**config.mk**
```make
export PLATFORM = sky130hd
export DESIGN_NAME = stepper_step_dir_generator_unit
export DESIGN_NICKNAME = d
export VERILOG_FILES = /design/src/rtl/sdg_pkg.sv /design/src/rtl/sdg_step_logic.sv /design/src/rtl/stepper_step_dir_generator_unit.sv
export SDC_FILE = /design/constraint.sdc
export NUM_CORES = 1
export LEC_CHECK = 0
export ABC_AREA = 1
export BUFFER_PORTS_ARGS = -buffer_cell sky130_fd_sc_hd__buf_2
export CORE_MARGIN = 4
export CORE_UTILIZATION = 45
export CTS_CLUSTER_SIZE = 30
export DETAILED_ROUTE_END_ITERATION = 6
export SLEW_MARGIN = 10
export SYNTH_ARGS = -nofsm -noshare
export SYNTH_HDL_FRONTEND = slang
export SYNTH_SLANG_ARGS = --single-unit
```
**constraint.sdc**
```tcl
create_clock -name clk_i -period 9.62 [get_ports clk_i]
set_input_delay 1.924 -clock clk_i [delete_from_list [all_inputs] [get_ports clk_i]]
set_output_delay 1.924 -clock clk_i [all_outputs]
set_load 0.05 [all_outputs]
```
**src/rtl/sdg_pkg.sv**
```systemverilog
// Shared types and constants for the step/dir pulse generator.
package sdg_pkg;

  localparam int unsigned POSITION_BITS_DEFAULT = 32;
  localparam int unsigned PERIOD_W              = 16;
  localparam int unsigned CMD_W                 = 3;
  localparam int unsigned TARGET_W              = 31;
  localparam int unsigned OUT_POS_W             = 32;
  localparam int unsigned IN_TDATA_W            = 32;
  localparam int unsigned OUT_TDATA_W           = 40;
  localparam logic [PERIOD_W-1:0] PERIOD_RESET  = 16'd1;

  typedef enum logic [CMD_W-1:0] {
    CMD_TICK    = 3'd0,
    CMD_MOVE    = 3'd1,
    CMD_SPIN    = 3'd2,
    CMD_STOP    = 3'd3,
    CMD_SET_POS = 3'd4
  } sdg_cmd_e;

  typedef struct packed {
    logic step_level;
    logic negative_dir;
    logic move_active;
    logic spin_active;
    logic pending_valid;
  } sdg_flags_t;

endpackage

```
**src/rtl/sdg_step_logic.sv**
```systemverilog
// Next-state logic of the step/dir generator for one command transaction.
module sdg_step_logic #(
  parameter int unsigned PositionBits = sdg_pkg::POSITION_BITS_DEFAULT
) (
  input  logic [sdg_pkg::CMD_W-1:0]      cmd_i,
  input  logic [sdg_pkg::TARGET_W-1:0]   target_i,
  input  logic                           spin_negative_i,
  input  logic [sdg_pkg::PERIOD_W-1:0]   period_i,
  input  logic [sdg_pkg::PERIOD_W-1:0]   tick_q_i,
  input  logic signed [PositionBits-1:0] pos_q_i,
  input  logic signed [PositionBits-1:0] tgt_q_i,
  input  logic signed [PositionBits-1:0] pend_tgt_q_i,
  input  sdg_pkg::sdg_flags_t            flags_q_i,
  output logic [sdg_pkg::PERIOD_W-1:0]   tick_d_o,
  output logic signed [PositionBits-1:0] pos_d_o,
  output logic signed [PositionBits-1:0] tgt_d_o,
  output logic signed [PositionBits-1:0] pend_tgt_d_o,
  output sdg_pkg::sdg_flags_t            flags_d_o,
  output logic                           reached_o
);
  import sdg_pkg::*;

  localparam logic [PositionBits-1:0] PosOne = {{(PositionBits-1){1'b0}}, 1'b1};

  logic [63:0]                    target_ext;
  logic signed [PositionBits-1:0] half_target;
  logic [PERIOD_W-1:0]            tick_inc;
  logic                           start;
  logic signed [PositionBits-1:0] start_tgt;

  assign target_ext  = 64'(signed'(target_i));
  assign half_target = {target_ext[PositionBits-2:0], 1'b0};
  assign tick_inc    = tick_q_i + PERIOD_W'(1);

  always_comb begin
    tick_d_o     = tick_q_i;
    pos_d_o      = pos_q_i;
    tgt_d_o      = tgt_q_i;
    pend_tgt_d_o = pend_tgt_q_i;
    flags_d_o    = flags_q_i;
    reached_o    = 1'b0;
    start        = 1'b0;
    start_tgt    = half_target;
    case (sdg_cmd_e'(cmd_i))
      CMD_TICK: begin
        if (flags_q_i.move_active || flags_q_i.spin_active) begin
          if (tick_inc == period_i) begin
            tick_d_o = '0;
            if (flags_q_i.spin_active) begin
              flags_d_o.step_level = ~flags_q_i.step_level;
            end else if (pos_q_i != tgt_q_i) begin
              flags_d_o.negative_dir = (tgt_q_i < pos_q_i);
              flags_d_o.step_level   = ~flags_q_i.step_level;
              pos_d_o = (tgt_q_i < pos_q_i) ? pos_q_i - PosOne : pos_q_i + PosOne;
            end else begin
              flags_d_o.move_active = 1'b0;
              flags_d_o.spin_active = 1'b0;
              reached_o             = 1'b1;
              if (flags_q_i.pending_valid) begin
                flags_d_o.pending_valid = 1'b0;
                start     = 1'b1;
                start_tgt = pend_tgt_q_i;
              end
            end
          end else begin
            tick_d_o = tick_inc;
          end
        end
      end
      CMD_MOVE: begin
        if (!flags_q_i.spin_active) begin
          if (flags_q_i.move_active) begin
            flags_d_o.pending_valid = 1'b1;
            pend_tgt_d_o            = half_target;
          end else begin
            start = 1'b1;
          end
        end
      end
      CMD_SPIN: begin
        flags_d_o.negative_dir = spin_negative_i;
        flags_d_o.spin_active  = 1'b1;
      end
      CMD_STOP: begin
        flags_d_o.move_active = 1'b0;
        flags_d_o.spin_active = 1'b0;
        tick_d_o              = '0;
      end
      CMD_SET_POS: begin
        pos_d_o = half_target;
      end
      default: begin
      end
    endcase
    if (start) begin
      tick_d_o = '0;
      tgt_d_o  = start_tgt;
      if (start_tgt < pos_q_i) begin
        flags_d_o.negative_dir = 1'b1;
      end else if (pos_q_i < start_tgt) begin
        flags_d_o.negative_dir = 1'b0;
      end
      flags_d_o.move_active = 1'b1;
    end
  end

endmodule

```
**src/rtl/stepper_step_dir_generator_unit.sv**
```systemverilog
// Top level of the step/dir pulse generator: state, config and output registers.
//
// channel   direction  contents
// s_axis    in         command transaction: tuser cmd, tdata target / spin_negative
// m_axis    out        status transaction: pin levels, flags, position, reached
// cfg       in         period_ticks write, always ready
//
// One transaction per clock while s_axis_tready is high; the result is registered
// and appears in the cycle after acceptance. The output register holds a result until m_axis_tready; s_axis_tready is
// high when that register is empty or being drained in the same cycle.
// Reset clears all state but the output data register, period_ticks returns to 1.
module stepper_step_dir_generator_unit #(
  parameter int unsigned PositionBits = sdg_pkg::POSITION_BITS_DEFAULT
) (
  input  logic                                clk_i,
  input  logic                                rst_ni,
  input  logic                                s_axis_tvalid,
  output logic                                s_axis_tready,
  // [30:0] target, [31] spin_negative
  input  logic [sdg_pkg::IN_TDATA_W-1:0]      s_axis_tdata,
  // [2:0] cmd
  input  logic [sdg_pkg::CMD_W-1:0]           s_axis_tuser,
  output logic                                m_axis_tvalid,
  input  logic                                m_axis_tready,
  // [0] step_level, [1] dir_level, [2] moving, [3] spinning,
  // [35:4] position, [36] reached, [39:37] zero
  output logic [sdg_pkg::OUT_TDATA_W-1:0]     m_axis_tdata,
  input  logic                                cfg_valid_i,
  output logic                                cfg_ready_o,
  input  logic [sdg_pkg::PERIOD_W-1:0]        cfg_data_i
);
  import sdg_pkg::*;

  logic [PERIOD_W-1:0]            period_q;
  logic [PERIOD_W-1:0]            tick_q, tick_d;
  logic signed [PositionBits-1:0] pos_q, pos_d;
  logic signed [PositionBits-1:0] tgt_q, tgt_d;
  logic signed [PositionBits-1:0] pend_tgt_q, pend_tgt_d;
  sdg_flags_t                     flags_q, flags_d;
  logic                           reached;
  logic                           in_fire;
  logic                           out_valid_q;
  logic [OUT_TDATA_W-1:0]         out_data_q;
  logic [63:0]                    pos_ext;

  assign cfg_ready_o   = 1'b1;
  assign s_axis_tready = ~out_valid_q | m_axis_tready;
  assign in_fire       = s_axis_tvalid & s_axis_tready;
  assign m_axis_tvalid = out_valid_q;
  assign m_axis_tdata  = out_data_q;
  assign pos_ext       = 64'(pos_d);

  sdg_step_logic #(
    .PositionBits(PositionBits)
  ) u_step (
    .cmd_i          (s_axis_tuser),
    .target_i       (s_axis_tdata[TARGET_W-1:0]),
    .spin_negative_i(s_axis_tdata[TARGET_W]),
    .period_i       (period_q),
    .tick_q_i       (tick_q),
    .pos_q_i        (pos_q),
    .tgt_q_i        (tgt_q),
    .pend_tgt_q_i   (pend_tgt_q),
    .flags_q_i      (flags_q),
    .tick_d_o       (tick_d),
    .pos_d_o        (pos_d),
    .tgt_d_o        (tgt_d),
    .pend_tgt_d_o   (pend_tgt_d),
    .flags_d_o      (flags_d),
    .reached_o      (reached)
  );

  always_ff @(posedge clk_i or negedge rst_ni) begin
    if (!rst_ni) begin
      period_q <= PERIOD_RESET;
    end else if (cfg_valid_i) begin
      period_q <= cfg_data_i;
    end
  end

  always_ff @(posedge clk_i or negedge rst_ni) begin
    if (!rst_ni) begin
      tick_q     <= '0;
      pos_q      <= '0;
      tgt_q      <= '0;
      pend_tgt_q <= '0;
      flags_q    <= '0;
    end else if (in_fire) begin
      tick_q     <= tick_d;
      pos_q      <= pos_d;
      tgt_q      <= tgt_d;
      pend_tgt_q <= pend_tgt_d;
      flags_q    <= flags_d;
    end
  end

  always_ff @(posedge clk_i or negedge rst_ni) begin
    if (!rst_ni) begin
      out_valid_q <= 1'b0;
    end else if (in_fire) begin
      out_valid_q <= 1'b1;
    end else if (m_axis_tready) begin
      out_valid_q <= 1'b0;
    end
  end

  always_ff @(posedge clk_i) begin
    if (in_fire) begin
      out_data_q <= {3'b000, reached, pos_ext[OUT_POS_W-1:0], flags_d.spin_active,
                     flags_d.move_active, flags_d.negative_dir, flags_d.step_level};
    end
  end

endmodule
```
==> flow_metrics.tcl <==
set metrics [dict create \
    p_comb_share_pct 56.2 \
    synth_area_per_cell_sq_um 7.32 \
    hp-class "register to register" \
    drt_iter0_drc 902 \
    power_frac_clock_pct 17.1 \
    maxSlewViolCount 0 \
    crit_path_start_kind "primary input" \
    final.setup.worst_slack_ns 2.32 \
    tightest_slew_ns 1.04 \
    synth_seq_area_share_pct 37.2 \
    ys_ff_latch 169 \
    critPathMaxFanout 52 \
    yosys.area_share.simple_pct 26.7 \
    syn-instance-count 1620 \
    clk_pin_slew_ns 0.07 \
    status "completed" \
    track_usage_pct 24.7 \
    swShare_pct 49.4 \
    htree_num_levels 4 \
    wl_per_cell_um 17.6 \
    die_width_um 170 \
    yosys.area_share.adder_pct 10.7 \
    rr_worst_depth 22 \
    cp.arrival_ns 7.51 \
    finClkSkew_ns 0.0158 \
    synth-compound-area-share_pct 15.8 \
    hold_viol 0 \
    ys_warn_count 0 \
    dp_hpwl_mm 26.5 \
    cts_hold_repair.buffers 0 \
    dieArea_sq_mm 0.0290 \
    power.switching_uw 2020 \
    rows 59 \
    dpl.cell_count 2009 \
    num_antenna_cells 0 \
    placed_area_sq_mm 0.0126 \
    fin_crit_ns 7.30 \
    hp-start "pend_tgt_q[30]" \
    cts_tree "built" \
    cp-end-kind "register" \
    netlist_area_sq_mm 0.0119 \
    rsz0062_at_grt "no" \
    cts_setup_buffers 0 \
    place_congestion 0.920 \
    synth_edf_count 37 \
    relSlewSlack_pct 30.7 \
    die_h_um 170 \
    timing.rr.end "m_axis_tdata[1]" \
    post-place-ws_ns 2.00 \
    synth_xor_area_share_pct 1.85 \
    start_util_pct 45.6 \
    insertion_delay_ns 0.44 \
    peakVddDrop_mv 0.186 \
    crit_required_ns 9.82 \
    dr.pass1.iters 7 \
    synth_top_family_by_area "simple AND/OR/NAND/NOR gates" \
    num_vias 11000 \
    grt_antenna_before_repair 0 \
    first_global_vias 10500 \
    internal_power_uw 2060 \
    p_leak_uw 0.00666 \
    drcViolationCount 0 \
    cts_buffers 17 \
    setup_viol 0 \
    fin_crit_sh_pct 75.9 \
    clk_path_buf_depth 2 \
    grt_max_degree 86 \
    core_area_sq_mm 0.0260 \
    final_area_sq_mm 0.0132 \
    async_reset_ff_share_pct 78.1 \
    cts_root_buf "clkbuf_16" \
    ant_nets 0 \
    p_seq_share_pct 26.7 \
    io_buffers 94 \
    power_density_mw_per_mm2 309 \
    holdPathEnd "pend_tgt_q[30]" \
    avgViaCountPerCell 5.39 \
    drt_wl_total_mm 35.9 \
    synthMuxAreaShare_pct 0.0950 \
    max_cap_viol_count 0 \
    final_util_pct 50.7 \
    fin_cells 2041 \
    clkSinkCount 169 \
    syn2layout_area_growth_pct 11.1 \
    ios 99 \
    drive_above_1_share_pct 9.79 \
    synthDistinctLibCells 52 \
    synth-main-ff-cell "dfrtp_1" \
    cts_resized 0 \
    r2r_slack_ns 4.29 \
    tns_ns 0 \
    worstSetupPathType "primary input to register" \
    grt_overflow 0 \
    nNetsFinal 1850 \
    r2r-start "tick_q[0]" \
    grt_pass1_wl_mm 56.5 \
    hold_depth 2 \
    fmax_mhz 137 \
]
## per-layer routing
layer,vias to the layer above,track usage [%],part of all wire [%]
met2,309,39.8,46
li1,5531,-,-
met5,-,0,0
met4,0,6.04,1.6
met3,34,3.44,5.6
met1,5125,35.3,47
## final cells by class
| type | instances | area, sq um |
|---|---|---|
| fillers | 2575 | 12800 |
| well taps | 335 | 419 |
| clock buffers | 18 | 439 |
| clock inverters | 14 | 134 |
| inverters | 174 | 654 |
| multi-input cells | 1226 | 6560 |
| flip-flops and latches | 169 | 4420 |
| repair buffers | 105 | 559 |
## synth_stat cells, types with 3 or more instances
master      n  area, sq um
ha_1      100         1250
a22oi_1     3         22.5
nand2_1   471         1770
nand2_2     4         25.0
o21ai_1    34          170
dfrtp_1   131         3280
a21oi_1    96          480
a21o_1     12         90.1
buf_2      10         50.1
o22ai_1     7         43.8
nor2_2      4         25.0
nand4_1    23          144
nor4_1      3         18.8
buf_1       4         15.0
clkbuf_1   30          113
edfxtp_1   37         1110
o21a_1      5         37.5
buf_4       8         60.1
o21ai_0   161          806
xor2_1     19          166
inv_1     172          646
xnor2_1     6         52.6
nand3_1   108          541
nor3_1     10         50.1
nor2_1    108          405
o211ai_1   19          143
## power by group through the flow
stage | sequential (uW) | combinational [uW] | clock (uW)
floorplan | 1110 | 1630 | 0
global placement | 1100 | 2250 | 0
detailed placement | 1090 | 2260 | 0
CTS | 1080 | 2270 | 706
global route | 1110 | 2590 | 736
finish | 1090 | 2290 | 695
## through the flow
| step | hold WS, ns | total power [uW] |
|---|---|---|
| finish | 0.483 | 4080 |
| global placement | 0.461 | 3340 |
| floorplan | 0.448 | 2730 |
| CTS | 0.484 | 4070 |
| detailed placement | 0.467 | 3350 |
| global route | 0.506 | 4440 |
## worst max-delay path, stage by stage
cell and delay, ns:
buf_2 0.12, nor2_2 0.10, buf_4 0.31, inv_1 0.37
nor2_1 0.78, inv_2 0.49, nor2_1 0.29, nand4_4 0.61
o21ai_0 0.48, ha_1 0.29, nand2_1 0.10, nor4_1 0.58
nand4_1 0.20, nor3_1 0.29, nand4_1 0.12, a21oi_1 0.16
nand3_1 0.10, and2_1 0.16
## flip-flops by register name, indices dropped and copies added (netlist names)
name / flops
flags_q: 5
m_axis_tdata: 37
m_axis_tvalid: 1
pend_tgt_q: 31
period_q: 16
pos_q: 32
tgt_q: 31
tick_q: 16
## cells by family after synthesis
family	after synthesis
buffers and inverters	227
DFF	169
muxes	1
xor gates and xnor gates	25
adders and majority gates	101
other	2
and+or+nand+nor	748
AOI/OAI and AO/OA	347
## cells in the final DEF (no fill, tap or decap), types with 4 or more instances in the layout
cell / n
ha_1: 100
o22ai_1: 7
nand2_2: 5
nand2_1: 470
clkbuf_16: 17
inv_1: 171
a21oi_1: 96
xor2_1: 19
nand3_1: 108
buf_2: 93
dfrtp_1: 131
o211ai_1: 19
nand4_1: 23
edfxtp_1: 37
o21a_1: 5
nor2_2: 6
o21ai_1: 34
o21ai_0: 161
inv_6: 6
nor2_1: 106
xnor2_1: 6
a21o_1: 12
conb_1: 4
nor3_1: 10
buf_4: 11
## worst max path at each step
stage / from / to / cells after the start
floorplan: s_axis_tuser[1] / m_axis_tdata[1] / 18
global placement: s_axis_tuser[1] / m_axis_tdata[1] / 19
detailed placement: s_axis_tuser[1] / m_axis_tdata[1] / 18
CTS: s_axis_tuser[1] / m_axis_tdata[1] / 18
global route: s_axis_tuser[1] / m_axis_tdata[1] / 18
finish: s_axis_tuser[1] / m_axis_tdata[1] / 18
No activity file was read; power rests on OpenSTA's default activity.
